**config.mk**
```make
export PLATFORM = sky130hd
export DESIGN_NAME = assembly_line_lexer_flat
export DESIGN_NICKNAME = d
export VERILOG_FILES = /design/src/hw/rtl/asl_pkg.sv /design/src/hw/rtl/asl_char_if.sv /design/src/hw/rtl/asl_rec_if.sv /design/src/hw/rtl/asl_in_stage.sv /design/src/hw/rtl/asl_core.sv /design/src/hw/rtl/assembly_line_lexer.sv /design/src/flat_wrapper.sv
export SDC_FILE = /design/constraint.sdc
export NUM_CORES = 1
export LEC_CHECK = 0
export ABC_CLOCK_PERIOD_IN_PS = 6000
export BUFFER_PORTS_ARGS = -buffer_cell sky130_fd_sc_hd__buf_4
export CAP_MARGIN = 40
export CORE_MARGIN = 5
export CORE_UTILIZATION = 25
export CTS_CLUSTER_DIAMETER = 60
export CTS_CLUSTER_SIZE = 10
export DETAILED_ROUTE_END_ITERATION = 10
export PLACE_DENSITY = 0.39
export SLEW_MARGIN = 40
export SYNTH_ARGS = -nofsm -noshare
export SYNTH_HDL_FRONTEND = slang
export SYNTH_SLANG_ARGS = --single-unit
```
**constraint.sdc**
```tcl
create_clock -name i_clk -period 6 [get_ports i_clk]
set_input_delay 1.2 -clock i_clk [delete_from_list [all_inputs] [get_ports i_clk]]
set_output_delay 1.2 -clock i_clk [all_outputs]
set_load 0.02 [all_outputs]
```
**src/hw/rtl/asl_pkg.sv**
```systemverilog
package asl_pkg;

    // width of the line and column counters (8 to 32)
    localparam int CNT_W = 16;
    localparam int FIELD_W = 16;

    // open token kinds
    localparam logic [2:0] OPEN_NONE      = 3'd0;
    localparam logic [2:0] OPEN_SYMBOL    = 3'd1;
    localparam logic [2:0] OPEN_DIRECTIVE = 3'd2;
    localparam logic [2:0] OPEN_LITERAL   = 3'd3;
    localparam logic [2:0] OPEN_ADDRESS   = 3'd4;
    localparam logic [2:0] OPEN_COMMENT   = 3'd5;

    // token classes
    localparam logic [2:0] CLS_INSTRUCTION = 3'd0;
    localparam logic [2:0] CLS_REGISTER    = 3'd1;
    localparam logic [2:0] CLS_LABEL       = 3'd2;
    localparam logic [2:0] CLS_DIRECTIVE   = 3'd3;
    localparam logic [2:0] CLS_LITERAL     = 3'd4;
    localparam logic [2:0] CLS_ADDRESS     = 3'd5;
    localparam logic [2:0] CLS_COMMENT     = 3'd6;

    // record kinds
    localparam logic [1:0] REC_VALUE    = 2'd0;
    localparam logic [1:0] REC_END      = 2'd1;
    localparam logic [1:0] REC_ERROR    = 2'd2;
    localparam logic [1:0] REC_TEXT_END = 2'd3;

    // characters
    localparam logic [7:0] CH_NUL   = 8'h00;
    localparam logic [7:0] CH_NL    = 8'h0A;
    localparam logic [7:0] CH_SPACE = 8'h20;
    localparam logic [7:0] CH_HASH  = 8'h23;
    localparam logic [7:0] CH_DOLL  = 8'h24;
    localparam logic [7:0] CH_RPAR  = 8'h29;
    localparam logic [7:0] CH_COMMA = 8'h2C;
    localparam logic [7:0] CH_DOT   = 8'h2E;
    localparam logic [7:0] CH_COLON = 8'h3A;
    localparam logic [7:0] CH_SEMI  = 8'h3B;
    localparam logic [7:0] CH_A     = 8'h41;
    localparam logic [7:0] CH_X     = 8'h58;
    localparam logic [7:0] CH_Y     = 8'h59;

    localparam logic [CNT_W-1:0] LINE_INIT = CNT_W'(2);
    localparam logic [CNT_W-1:0] COL_INIT  = CNT_W'(1);
    localparam logic [CNT_W-1:0] CNT_MAX   = {CNT_W{1'b1}};

    // request from the input stage to the lexer core
    typedef struct packed {
        logic       valid;
        logic [7:0] ch;
    } t_step_req;

    // one result record
    typedef struct packed {
        logic [1:0]         record_kind;
        logic [2:0]         token_class;
        logic [7:0]         out_char;
        logic [FIELD_W-1:0] line_number;
        logic [FIELD_W-1:0] column_number;
        logic               had_error;
    } t_record;

    // clamp a counter to the output field
    function automatic logic [FIELD_W-1:0] clamp_field(input logic [CNT_W-1:0] v);
        logic [CNT_W+FIELD_W-1:0] w;
        w = (CNT_W+FIELD_W)'(v);
        if (w > (CNT_W+FIELD_W)'({FIELD_W{1'b1}})) begin
            return {FIELD_W{1'b1}};
        end
        return w[FIELD_W-1:0];
    endfunction

    function automatic logic [CNT_W-1:0] sat_inc(input logic [CNT_W-1:0] v);
        return (v == CNT_MAX) ? v : v + CNT_W'(1);
    endfunction

    function automatic logic is_alnum(input logic [7:0] c);
        return (c >= 8'h61 && c <= 8'h7A) || (c >= 8'h41 && c <= 8'h5A) ||
               (c >= 8'h30 && c <= 8'h39);
    endfunction

    function automatic logic [2:0] class_of(input logic [7:0] c);
        logic [2:0] k;
        k = OPEN_NONE;
        if (c == CH_HASH) begin
            k = OPEN_LITERAL;
        end else if (c == CH_DOLL) begin
            k = OPEN_ADDRESS;
        end else if (c == CH_DOT) begin
            k = OPEN_DIRECTIVE;
        end else if (c == CH_SEMI) begin
            k = OPEN_COMMENT;
        end else if (is_alnum(c)) begin
            k = OPEN_SYMBOL;
        end
        return k;
    endfunction

    function automatic logic ends_token(input logic [7:0] c);
        return c == CH_RPAR || c == CH_COMMA || c == CH_NL || c == CH_COLON ||
               c == CH_SPACE || c == CH_SEMI;
    endfunction

endpackage

```
**src/hw/rtl/asl_char_if.sv**
```systemverilog
interface asl_char_if;
    logic       valid;
    logic       ready;
    logic [7:0] text_char;

    modport source (output valid, output text_char, input ready);
    modport sink (input valid, input text_char, output ready);
endinterface

```
**src/hw/rtl/asl_rec_if.sv**
```systemverilog
interface asl_rec_if;
    logic        valid;
    logic        ready;
    logic [1:0]  record_kind;
    logic [2:0]  token_class;
    logic [7:0]  out_char;
    logic [15:0] line_number;
    logic [15:0] column_number;
    logic        had_error;

    modport source (output valid, output record_kind, output token_class, output out_char,
                    output line_number, output column_number, output had_error,
                    input ready);
    modport sink (input valid, input record_kind, input token_class, input out_char,
                  input line_number, input column_number, input had_error,
                  output ready);
endinterface

```
**src/hw/rtl/asl_in_stage.sv**
```systemverilog
module asl_in_stage (
    input  logic               i_clk,
    input  logic               i_rst_n,
    input  logic               i_valid,
    input  logic [7:0]         i_char,
    output logic               o_ready,
    input  logic               i_advance,
    output asl_pkg::t_step_req o_req
);
    import asl_pkg::*;

    logic       r_valid;
    logic [7:0] r_char;

    // free when empty or when the held byte moves on this cycle
    assign o_ready = !r_valid || i_advance;

    // input register
    always_ff @(posedge i_clk) begin
        if (!i_rst_n) begin
            r_valid <= 1'b0;
        end else if (o_ready) begin
            r_valid <= i_valid;
        end
        if (o_ready && i_valid) begin
            r_char <= i_char;
        end
    end

    assign o_req.valid = r_valid;
    assign o_req.ch    = r_char;

endmodule

```
**src/hw/rtl/asl_core.sv**
```systemverilog
module asl_core (
    input  logic               i_clk,
    input  logic               i_rst_n,
    input  asl_pkg::t_step_req i_req,
    output logic               o_advance,
    output logic               o_valid,
    input  logic               i_ready,
    output asl_pkg::t_record   o_rec
);
    import asl_pkg::*;

    logic [2:0]       r_open, n_open;
    logic [7:0]       r_first, n_first;
    logic [1:0]       r_count, n_count;
    logic [CNT_W-1:0] r_line, n_line;
    logic [CNT_W-1:0] r_col, n_col;
    logic             r_err, n_err;
    logic             r_out_valid;
    t_record          r_out;

    logic    emit;
    logic    upd_cnt;
    logic    is_end;
    logic    send;
    logic    is_reg;
    logic    out_free;
    t_record rec;
    logic [7:0] c;

    assign c        = i_req.ch;
    assign out_free = !r_out_valid || i_ready;
    assign o_advance = i_req.valid && out_free;

    // one lexer step on the held byte
    always_comb begin
        n_open  = r_open;
        n_first = r_first;
        n_count = r_count;
        n_line  = r_line;
        n_col   = r_col;
        n_err   = r_err;
        emit    = 1'b0;
        upd_cnt = 1'b0;
        send    = 1'b0;
        rec.record_kind   = REC_VALUE;
        rec.token_class   = CLS_INSTRUCTION;
        rec.out_char      = CH_NUL;
        rec.line_number   = clamp_field(r_line);
        rec.column_number = clamp_field(r_col);
        rec.had_error     = 1'b0;
        is_end = (r_open == OPEN_COMMENT) ? (c == CH_NL) : ends_token(c);
        is_reg = (r_count == 2'd1) &&
                 (r_first == CH_A || r_first == CH_X || r_first == CH_Y);

        if (c == CH_NUL) begin
            // end of text restarts the block
            emit = 1'b1;
            rec.record_kind = REC_TEXT_END;
            rec.had_error   = r_err;
            n_open  = OPEN_NONE;
            n_first = CH_NUL;
            n_count = 2'd0;
            n_line  = LINE_INIT;
            n_col   = COL_INIT;
            n_err   = 1'b0;
        end else if (!r_err) begin
            if (is_end && r_open != OPEN_NONE) begin
                if (c == CH_COLON && r_open != OPEN_SYMBOL && r_open != OPEN_DIRECTIVE) begin
                    emit = 1'b1;
                    rec.record_kind = REC_ERROR;
                    rec.out_char    = c;
                    n_err = 1'b1;
                end else begin
                    emit    = 1'b1;
                    upd_cnt = 1'b1;
                    rec.record_kind = REC_END;
                    if (c == CH_COLON) begin
                        rec.token_class = CLS_LABEL;
                    end else begin
                        case (r_open)
                            OPEN_SYMBOL:    rec.token_class = is_reg ? CLS_REGISTER
                                                                     : CLS_INSTRUCTION;
                            OPEN_DIRECTIVE: rec.token_class = CLS_DIRECTIVE;
                            OPEN_LITERAL:   rec.token_class = CLS_LITERAL;
                            OPEN_ADDRESS:   rec.token_class = CLS_ADDRESS;
                            default:        rec.token_class = CLS_COMMENT;
                        endcase
                    end
                    n_open  = (c == CH_SEMI) ? OPEN_COMMENT : OPEN_NONE;
                    n_count = 2'd0;
                    n_first = CH_NUL;
                end
            end else begin
                upd_cnt = 1'b1;
                if (r_open == OPEN_NONE) begin
                    n_open = class_of(c);
                    send   = (class_of(c) == OPEN_SYMBOL);
                end else if (r_open != OPEN_COMMENT) begin
                    if (class_of(c) != OPEN_SYMBOL) begin
                        if (!(r_open == OPEN_LITERAL && c == CH_DOLL)) begin
                            emit    = 1'b1;
                            upd_cnt = 1'b0;
                            rec.record_kind = REC_ERROR;
                            rec.out_char    = c;
                            n_err = 1'b1;
                        end
                    end else begin
                        send = 1'b1;
                    end
                end else begin
                    send = 1'b1;
                end
                if (send) begin
                    if (r_count == 2'd0) begin
                        n_first = c;
                    end
                    if (r_count != 2'd2) begin
                        n_count = r_count + 2'd1;
                    end
                    emit = 1'b1;
                    rec.record_kind = REC_VALUE;
                    rec.token_class = (n_open == OPEN_COMMENT) ? CLS_COMMENT
                                                               : CLS_INSTRUCTION;
                    rec.out_char    = c;
                end
            end
            // line and column bookkeeping
            if (upd_cnt) begin
                if (c == CH_NL) begin
                    n_line = sat_inc(r_line);
                    n_col  = COL_INIT;
                end else begin
                    n_col  = sat_inc(r_col);
                end
            end
        end
    end

    // lexer state
    always_ff @(posedge i_clk) begin
        if (!i_rst_n) begin
            r_open  <= OPEN_NONE;
            r_first <= CH_NUL;
            r_count <= 2'd0;
            r_line  <= LINE_INIT;
            r_col   <= COL_INIT;
            r_err   <= 1'b0;
        end else if (o_advance) begin
            r_open  <= n_open;
            r_first <= n_first;
            r_count <= n_count;
            r_line  <= n_line;
            r_col   <= n_col;
            r_err   <= n_err;
        end
    end

    // result register
    always_ff @(posedge i_clk) begin
        if (!i_rst_n) begin
            r_out_valid <= 1'b0;
        end else if (o_advance) begin
            r_out_valid <= emit;
        end else if (i_ready) begin
            r_out_valid <= 1'b0;
        end
        if (o_advance && emit) begin
            r_out <= rec;
        end
    end

    assign o_valid = r_out_valid;
    assign o_rec   = r_out;

    // an error stays until a zero byte
    a_err_sticky: assert property (@(posedge i_clk) disable iff (!i_rst_n)
        o_advance && r_err && c != CH_NUL |=> r_err)
        else $error("error flag dropped without end of text");

    // counters freeze after an error
    a_cnt_hold: assert property (@(posedge i_clk) disable iff (!i_rst_n)
        o_advance && r_err && c != CH_NUL |=> $stable(r_line) && $stable(r_col))
        else $error("counters moved after error");

    // end of text returns to reset state
    a_text_end: assert property (@(posedge i_clk) disable iff (!i_rst_n)
        o_advance && c == CH_NUL |=> r_open == OPEN_NONE && r_line == LINE_INIT &&
                                     r_col == COL_INIT && !r_err && r_count == 2'd0)
        else $error("end of text did not restart the lexer");

    // value count saturates at two
    a_count: assert property (@(posedge i_clk) disable iff (!i_rst_n)
        r_count != 2'd3)
        else $error("value count overflow");

endmodule

```
**src/hw/rtl/assembly_line_lexer.sv**
```systemverilog
// channel  | dir | handshake     | payload
// i_text   | in  | valid / ready | text_char
// o_rec    | out | valid / ready | record_kind, token_class, out_char,
//          |     |               | line_number, column_number, had_error
//
// one byte per cycle sustained while the output is not stalled; a byte's record is registered
// after its transfer (input register, then the lexer step into the result register)
// the lexer state update is combinational logic on the held byte, so bytes follow back to back
// synchronous active-low reset clears the lexer state and both valid flags
// a stalled output holds the record; the input register still takes a byte until full
// a held byte waits while the result register is full and stalled, even if it makes no record
module assembly_line_lexer (
    input  logic     i_clk,
    input  logic     i_rst_n,
    asl_char_if.sink i_text,
    asl_rec_if.source o_rec
);
    import asl_pkg::*;

    t_step_req req;
    t_record   rec;
    logic      advance;
    logic      rec_valid;

    // input register
    asl_in_stage u_in (
        .i_clk     (i_clk),
        .i_rst_n   (i_rst_n),
        .i_valid   (i_text.valid),
        .i_char    (i_text.text_char),
        .o_ready   (i_text.ready),
        .i_advance (advance),
        .o_req     (req)
    );

    // lexer step and result register
    asl_core u_core (
        .i_clk     (i_clk),
        .i_rst_n   (i_rst_n),
        .i_req     (req),
        .o_advance (advance),
        .o_valid   (rec_valid),
        .i_ready   (o_rec.ready),
        .o_rec     (rec)
    );

    assign o_rec.valid         = rec_valid;
    assign o_rec.record_kind   = rec.record_kind;
    assign o_rec.token_class   = rec.token_class;
    assign o_rec.out_char      = rec.out_char;
    assign o_rec.line_number   = rec.line_number;
    assign o_rec.column_number = rec.column_number;
    assign o_rec.had_error     = rec.had_error;

endmodule
```
**src/flat_wrapper.sv**
```systemverilog
// flat-port wrapper written by rule: the top's interface ports become plain ports
module assembly_line_lexer_flat import asl_pkg::*;
  (i_clk, i_rst_n, i_text_valid, i_text_text_char, i_text_ready, o_rec_valid, o_rec_record_kind, o_rec_token_class, o_rec_out_char, o_rec_line_number, o_rec_column_number, o_rec_had_error, o_rec_ready);
  asl_char_if i_text_i ();
  asl_rec_if o_rec_i ();
  input  logic i_clk;
  input  logic i_rst_n;
  input wire logic [$bits(i_text_i.valid)-1:0] i_text_valid;
  input wire logic [$bits(i_text_i.text_char)-1:0] i_text_text_char;
  output wire logic [$bits(i_text_i.ready)-1:0] i_text_ready;
  output wire logic [$bits(o_rec_i.valid)-1:0] o_rec_valid;
  output wire logic [$bits(o_rec_i.record_kind)-1:0] o_rec_record_kind;
  output wire logic [$bits(o_rec_i.token_class)-1:0] o_rec_token_class;
  output wire logic [$bits(o_rec_i.out_char)-1:0] o_rec_out_char;
  output wire logic [$bits(o_rec_i.line_number)-1:0] o_rec_line_number;
  output wire logic [$bits(o_rec_i.column_number)-1:0] o_rec_column_number;
  output wire logic [$bits(o_rec_i.had_error)-1:0] o_rec_had_error;
  input wire logic [$bits(o_rec_i.ready)-1:0] o_rec_ready;
  assign i_text_i.valid = i_text_valid;
  assign i_text_i.text_char = i_text_text_char;
  assign i_text_ready = i_text_i.ready;
  assign o_rec_valid = o_rec_i.valid;
  assign o_rec_record_kind = o_rec_i.record_kind;
  assign o_rec_token_class = o_rec_i.token_class;
  assign o_rec_out_char = o_rec_i.out_char;
  assign o_rec_line_number = o_rec_i.line_number;
  assign o_rec_column_number = o_rec_i.column_number;
  assign o_rec_had_error = o_rec_i.had_error;
  assign o_rec_i.ready = o_rec_ready;
  assembly_line_lexer u_core (.i_clk(i_clk), .i_rst_n(i_rst_n), .i_text(i_text_i), .o_rec(o_rec_i));
endmodule
```
* Word level (Yosys, flattened, before mapping)
Index checks and enable logic that the tools add are counted.
** Word-level totals
- Flip-flop bits (word level) :: 102
- Input port bits :: 12
** Operators by class
- Equal/unequal tests :: 31
- Magnitude comparators :: 6
- Add/sub/neg operators :: 3
- Muxes and demuxes :: 92
- Reduce and logical (&&, ||, !) cells :: 40
** Operators by type and width (count)
- 16-bit 2-to-1 mux :: 10
- 8-bit 2-to-1 mux :: 11
- 3-bit 2-to-1 mux :: 25
- 8-bit by 6-bit equality test with 1-bit output (second input constant) :: 8
- 13-bit 2-to-1 mux :: 3
- 16-bit by 1-bit adder with 16-bit output (second input constant) :: 2
- 16-bit equality test (second input constant) :: 2
- 1-bit 2-to-1 mux :: 31
- 8-bit by 7-bit equality test with 1-bit output (second input constant) :: 3
- 2-bit 2-to-1 mux :: 11
- 8-bit by 7-bit >= comparator with 1-bit output (second input constant) :: 2
- 8-bit by 7-bit less-or-equal comparator with 1-bit output (second input constant) :: 2
- 5-bit AND reduction :: 3
- 3-bit one-hot mux with 4 select lines :: 1
- 3-bit nonzero test :: 4
- 1-bit logical AND :: 11
- 1-bit logical OR :: 11
- 3-bit equality test (second input constant) :: 3
- 3-bit != test (second input constant) :: 3
- 8-bit by 4-bit equality test with 1-bit output (second input constant) :: 1
- 8-bit by 6-bit >= comparator with 1-bit output (second input constant) :: 1
- 8-bit by 6-bit less-or-equal comparator with 1-bit output (second input constant) :: 1
- 8-bit zero test :: 1
- 3-bit by 1-bit equality test with 1-bit output (second input constant) :: 2
- 14 further kinds :: 20

* Depth between registers and ports, before layout
Gate-level depths: netlist of the first run.
- Word-level depth :: 26
- Depth in mapped cells :: 10
- Mapped depth without buffers :: 8

* Modules after synthesis
A second synthesis of the first run with hierarchy kept.
** Unflattened totals
- Cell total of the unflattened synthesis :: 474
- Area total of the unflattened synthesis :: 4880.9 um^2
** Modules (own cells, without submodules)
- asl_core :: cells each 460, instances 1, area an instance 4575.6 um^2
- asl_in_stage :: cells each 14, instances 1, area an instance 305.3 um^2

* Worst setup path after synthesis of the first run
OpenSTA, ideal clock, no wires.
- Path type :: register to register
- Start point :: reg u_core.u_in.r_char[7]
- End point :: reg u_core.u_core.r_out, in the netlist u_core.u_core.o_rec[0] (enable)
- Data arrival time :: 3.962 ns
- Setup slack :: 1.572 ns
- Stages on the path, launching flop included :: 6
- Buffers on the path :: 0
- Period minus slack after synthesis :: 4.428 ns
- Path through :: edfxtp_1 -> nor4b_4 -> or3b_1 -> o211ai_2 -> a21oi_1 -> a21oi_1
** On the way
- Cells in the longest elaborated chain, start to end :: 26
- Elaborated cells between the ends (all ways) :: 60
** RTL lines
- from (decl) :: RTL line asl_in_stage.sv:13 : logic [7:0] r_char;
- from (signal assigned) :: RTL line asl_in_stage.sv:26 : r_char <= i_char;
- 8-bit by 7-bit >= comparator with 1-bit output or 8-bit by 7-bit less-or-equal comparator with 1-bit output (tied branches) :: RTL line asl_pkg.sv:80 : return (c >= 8'h61 && c <= 8'h7A) || (c >= 8'h41 && c <= 8'h5A) ||
- 1-bit logical AND :: RTL line asl_pkg.sv:80
- 1-bit logical OR (2 in series) :: RTL line asl_pkg.sv:80
- 1-bit 2-to-1 mux :: RTL line asl_pkg.sv:95 : end else if (is_alnum(c)) begin
- 3-bit 2-to-1 mux :: RTL line asl_pkg.sv:93 : end else if (c == CH_SEMI) begin
- 3-bit 2-to-1 mux :: RTL line asl_pkg.sv:91 : end else if (c == CH_DOT) begin
- 3-bit 2-to-1 mux :: RTL line asl_pkg.sv:89 : end else if (c == CH_DOLL) begin
- 3-bit 2-to-1 mux :: RTL line asl_pkg.sv:87 : if (c == CH_HASH) begin
- [... 9 more ...]
- 1-bit 2-to-1 mux :: RTL line asl_core.sv:67 : if (is_end && r_open != OPEN_NONE) begin
- 1-bit 2-to-1 mux :: RTL line asl_core.sv:66 : end else if (!r_err) begin
- 1-bit 2-to-1 mux :: RTL line asl_core.sv:55 : if (c == CH_NUL) begin
- 1-bit 2-to-1 mux :: RTL line asl_core.sv:113 : if (send) begin
- 1-bit 2-to-1 mux :: RTL line asl_core.sv:67
- 1-bit 2-to-1 mux :: RTL line asl_core.sv:66
- 1-bit 2-to-1 mux (*) :: RTL line asl_core.sv:55
- 1-bit logical AND (*) :: RTL line asl_core.sv:167 : if (o_advance && emit) begin
- to (signal assigned) :: RTL line asl_core.sv:168 : r_out <= rec;
- to (decl) :: RTL line asl_core.sv:19 : t_record r_out;
Every way passes the cells marked *; elsewhere a longest branch is shown, timed or not. The select of a mux whose other input is x is not followed.
A chain may end at the register's enable or synchronous reset.

* Worst setup path after layout of the first run
- Start point :: reg u_core.u_in.r_char[0]
- End point :: reg u_core.u_core.r_out, in the netlist u_core.u_core.o_rec[33] (enable)
Same word-level chain as after synthesis.

==> results.ini, run 1 <==
[cts]
numCtsBuffers=9
clkSinkCount=102
clk_pin_slew_ps=70
insertion_delay_ps=350
htree_levels=3
tritoncts=yes
clockRootBuffer=clkbuf_16
clockBufferDepth=2
cts_setup_buffers=0
cts-resized-gates=0
hold_buffers=0

[yosys]
synth_cell_types=69
ys_warn_count=0
syn_nets=478
netlist_instances=461
async_flop_share=0
synth_edf_count=54
ys.flop_type=edfxtp_1
synth_seq_cells=102
seq_area_frac_synth=0.5376
syn_avg_cell_area_um2=10.42
synth_area_um2=4803

[grt]
grt_pass1_wl_um=19400
overflow=0
grt.total_usage=0.1111
antenna_found_initial=0
grt_pass1_vias=3611
grt_max_degree=41

[place]
place_ws_ps=2203
dp.cells=758
io_buffer_count=59
gp_congestion=0.7472
placed_cell_area_um2=5495
hpwl_um=8388

[routing]
ant_nets=0
drt-initial-drc-count=248
drc=0
post_drt_via_cell_ratio=4.726
detail_route.wl_per_cell_um=15.39
wirelength_um=11930
first_pass_iters=4
vias=3663

[setup_path]
crit_arrival_ps=3780
crit_family=simple AND/OR/NAND/NOR gates
endpoint_kind=register
crit_path_top_delay_cell=and2_1
cp.required_ps=6010
critical_path.max_stage_delay_ps=750
path_buf_inv=1
path_cells=nor4_2, and2_1, a21oi_1, a21oi_4, buf_4
cp-start-kind=register
path_class=register to register
crit_fanout=29

[layout]
register_area_um2=2582
final_cells=775
num_antenna_cells=0
nets=527
multi_input_area_um2=2098
postLayoutCellArea_um2=5877
areaGrowthSynthToFinish_pct=22.35
fillers=1929
layout_common_cells=buf_4 (61), edfxtp_1 (54), dfxtp_1 (48), nand2_1 (41), nor2_1 (39)
layout-drive-gt1-share=0.2019
final_common_cell=buf_4

[floorplanning]
coreArea_um2=18830
die_area_um2=22080
num_rows=50
die_w_um=148.6
dieHeight_um=148.6
io_pins=60
initial_utilization=0.2551

[outcome]
status=finished clean

[sta]
worst_slack_ps=2231
rsz0062_at_grt=no
finalMaxSlewViolations=0
fin_crit_ps=3769
final-setup-viol-count=0
setup-tns-final_ps=0
slew_headroom=0.4532
tightest_slew_ps=820.1
max_freq_mhz=265.3
timing.final.crit_share=0.6282
hold_viol=0
final.setup_skew_ps=7.640

[min_path]
hold_path_class=register to register

[power_and_ir_drop]
p_leak_nw=1.903
power.density_nw_per_um2=267.0
peakVddDrop_mv=0.1404
total_power_mw=1.569

[flow_run]
cap_violations=0

[flip-flops by register name, indices dropped and copies added (netlist names)]
name                   flops
u_core.u_core.o_valid      1
u_core.u_core.r_first      8
u_core.u_in.r_char         8
u_core.u_core.r_count      2
u_core.u_core.r_err        1
u_core.u_core.o_rec       46
u_core.u_core.r_open       3
u_core.u_core.r_col       16
u_core.u_core.r_line      16
u_core.u_in.r_valid        1
[synth_stat cells (3+ instances only)]
master	n	area [um2]
edfxtp_1	54	1622
o31ai_1	3	22.52
inv_1	11	41.29
a211oi_1	3	22.52
o31ai_2	8	100.1
nand4_1	9	56.30
nor2b_1	4	25.02
clkbuf_1	15	56.30
nor4_1	5	31.28
o21ai_0	24	120.1
nand2_1	41	153.9
a31oi_1	6	37.54
a21oi_1	26	130.1
o221a_2	3	33.78
nor2_1	39	146.4
a21o_1	3	22.52
or3_1	7	43.79
nand2b_1	7	43.79
mux2i_1	12	120.1
buf_2	6	30.03
and2_1	15	93.84
a211o_1	3	26.28
nand3_1	27	135.1
ha_1	5	62.56
dfxtp_1	48	960.9
nor3_1	7	35.03
a41oi_1	3	26.28
o211ai_1	9	67.56
o31a_1	3	26.28
and3_1	6	37.54
nand3b_1	5	37.54
[layout make-up]
class                   count  share of cell area
well taps                 260             0.05535
flip-flops and latches    102              0.4394
inverters                  11            0.007026
multi-input cells         324              0.3570
repair buffers             62             0.08048
clock buffers              11             0.04301
clock inverters             5             0.01767
[cell families (layout without fill, tap and decap cells)]
logic type,count (synthesis),after routing,synth area share
flip-flops,102,102,0.5376
adder cells (fa/ha/maj),5,5,0.01302
multiplexers,13,13,0.02735
XOR/XNOR,2,2,0.003647
buffers and inverters,35,89,0.03126
AO/OA/AOI/OAI,115,115,0.1709
AND/OR/NAND/NOR,189,189,0.2162
[worst register-to-register path: stages, from the launching register on]
cell      delay [ps]
edfxtp_1         590
nor4_2           580
and2_1           750
a21oi_1          330
a21oi_4          670
buf_4            480
[metal layers]
layer / up-vias / GRT usage / wire length, um / share of wire
met1: 1748 / 0.1464 / 5677 / 0.48
li1: 1831 / - / - / -
met3: 14 / 0.02925 / 471 / 0.039
met2: 70 / 0.1709 / 5553 / 0.47
met4: 0 / 0.05035 / 228 / 0.019
met5: - / 0 / 0 / 0
[worst paths after layout]
check	slack [ps]	cells after the start	to	startpoint
hold / removal	460	2	u_core.u_core.r_first[2]$_SDFFE_PN0P_	u_core.u_core.r_first[2]$_SDFFE_PN0P_
setup / recovery	2230	5	u_core.u_core.o_rec[33]$_SDFFCE_PP0P_	u_core.u_in.r_char[0]$_DFFE_PP_
hold reg to reg	460	2	u_core.u_core.r_first[2]$_SDFFE_PN0P_	u_core.u_core.r_first[2]$_SDFFE_PN0P_
setup reg to reg	2230	5	u_core.u_core.o_rec[33]$_SDFFCE_PP0P_	u_core.u_in.r_char[0]$_DFFE_PP_
[where the power goes]
group	internal (mW)	switching, mW	leakage [nW]
combinational	0.0415	0.0647	0.877
sequential	0.751	0.0185	0.849
clock	0.431	0.262	0.176
total	1.22	0.345	1.90
[per-stage QoR]
step	utilization	hold WS, ps
floorplan	-	423.8
global placement	0.2915	447.1
detailed placement	0.2918	451.5
CTS	0.3108	461.9
global route	0.3121	474.3
finish	0.3121	459.6
Power figures use the tool's default switching activity.
==> run 2: changes to the inputs <==
ABC_CLOCK_PERIOD_IN_PS = 3700   (was 6000)
clock period = 3.7 ns   (was 6 ns; I/O delays follow)
==> results.ini, run 2 (synthesis results as in run 1) <==
[place]
placed_cell_area_um2=5542  ; +0.84%
io_buffer_count=59  ; unchanged
gp_congestion=0.7340  ; -1.8%
hpwl_um=8411  ; +0.27%

[routing]
post_drt_via_cell_ratio=4.752  ; +0.54%
wirelength_um=11930  ; unchanged
drt-initial-drc-count=348  ; +40%
first_pass_iters=4  ; unchanged
detail_route.wl_per_cell_um=15.26  ; -0.90%
drc=0  ; unchanged
ant_nets=0  ; unchanged
vias=3716  ; +1.4%

[cts]
cts_setup_buffers=0  ; unchanged
htree_levels=3  ; unchanged
hold_buffers=0  ; unchanged
numCtsBuffers=9  ; unchanged
insertion_delay_ps=350  ; about the same
cts-resized-gates=0  ; unchanged
clockBufferDepth=2  ; unchanged
tritoncts=yes
clockRootBuffer=clkbuf_16
clkSinkCount=102  ; unchanged
clk_pin_slew_ps=70  ; about the same

[sta]
setup-tns-final_ps=0  ; unchanged
timing.final.crit_share=0.9057  ; +0.2774
final-setup-viol-count=0  ; unchanged
max_freq_mhz=298.4  ; +12%
slew_headroom=0.5236  ; +0.07040
final.setup_skew_ps=10.45  ; +2.808 ps
fin_crit_ps=3351  ; -418.4 ps
finalMaxSlewViolations=0  ; unchanged
rsz0062_at_grt=no
hold_viol=0  ; unchanged
tightest_slew_ps=714.5  ; -105.6 ps

[power_and_ir_drop]
total_power_mw=2.363  ; +51%
peakVddDrop_mv=0.2071  ; +47%
power.density_nw_per_um2=403.3  ; +51%
p_leak_nw=1.908  ; +0.24%

[layout]
areaGrowthSynthToFinish_pct=22.01
layout_common_cells=buf_4 (68), edfxtp_1 (54), dfxtp_1 (48), nand2_1 (41), nor2_1 (39)
fin_util=0.3112  ; -0.0008640
largest_reg_flops=46  ; unchanged
nets=534  ; +1.3%
final_common_cell=buf_4
postLayoutCellArea_um2=5861  ; -0.28%
layout-drive-gt1-share=0.2088  ; +0.006871
num_antenna_cells=0  ; unchanged

[floorplanning]
die_area_um2=22080  ; unchanged
num_rows=50  ; unchanged
io_pins=60  ; unchanged
dieHeight_um=148.6  ; unchanged
die_w_um=148.6  ; unchanged
coreArea_um2=18830  ; unchanged
initial_utilization=0.2551  ; unchanged

[grt]
grt_pass1_wl_um=19520  ; +0.61%
grt_pass1_vias=3675  ; +1.8%
overflow=0  ; unchanged
grt.total_usage=0.1107  ; -0.0004427
grt_max_degree=41  ; unchanged
antenna_found_initial=0  ; unchanged

[outcome]
status=finished clean

[setup_path]
path_class=register to register
crit_arrival_ps=3580  ; -200 ps
endpoint_kind=register
crit_fanout=13  ; -55%
cp-start-kind=register
cp.required_ps=3930  ; -2080 ps

[min_path]
hold_path_class=register to register

[flow_run]
cap_violations=0  ; unchanged

run 2: cell count changes in the layout (fill, tap and decap cells not counted), sizes merged:
cell    before  now
inv         12   11
bufinv       3    0
clkinv       1    2
clkbuf      11   14
buf         62   69
run 2: metrics by stage:
stage,setup WS (ps),hold slack (ps),cells
floorplan,310.6,423.8,461
global placement,503.4,443.2,765
detailed placement,426.0,455.2,765
CTS,416.1,464.2,781
global route,47.98,480.4,782
finish,349.1,463.0,782
run 2: report_power, final:
part	switching [mW]	internal (mW)
clock	0.412	0.531
combinational	0.104	0.0693
sequential	0.0290	1.22
run 2: path summary, 6_finish.rpt:
check / start / end / slack, ps / cells after the start
worst max-delay path: u_core.u_in.r_char[1]$_DFFE_PP_ / u_core.u_core.r_col[0]$_SDFFE_PN1P_ / 350 / 7
worst min-delay path: u_core.u_core.r_first[0]$_SDFFE_PN0P_ / u_core.u_core.r_first[0]$_SDFFE_PN0P_ / 460 / 2
worst min register to register: u_core.u_core.r_first[0]$_SDFFE_PN0P_ / u_core.u_core.r_first[0]$_SDFFE_PN0P_ / 460 / 2
worst max register to register: u_core.u_in.r_char[1]$_DFFE_PP_ / u_core.u_core.r_col[0]$_SDFFE_PN1P_ / 350 / 7
run 2: layout make-up:
type	instances	area, um2
Multi-Input combinational cell	324	2092
Sequential cell	102	2582
Tap cell	260	325.3
Inverter	11	41.29
Clock inverter	2	13.76
Fill cell	1945	12970
Clock buffer	14	284.0
Timing Repair Buffer	69	521.8
run 2: worst max-delay path: stages, from the launching register on:
cell and delay (ps):
edfxtp_1 580, nor4_2 560, nand2_1 340, a21o_1 320
a31oi_1 480, o21ai_2 140, or3b_4 530, mux2_2 290
run 2: routing by layer:
layer | part of all wire | global-route usage | vias to the layer above
met5 | 0 | 0 | -
met4 | 0.011 | 0.03649 | 0
met3 | 0.040 | 0.02681 | 9
met2 | 0.47 | 0.1807 | 70
met1 | 0.48 | 0.1441 | 1798
li1 | - | - | 1839
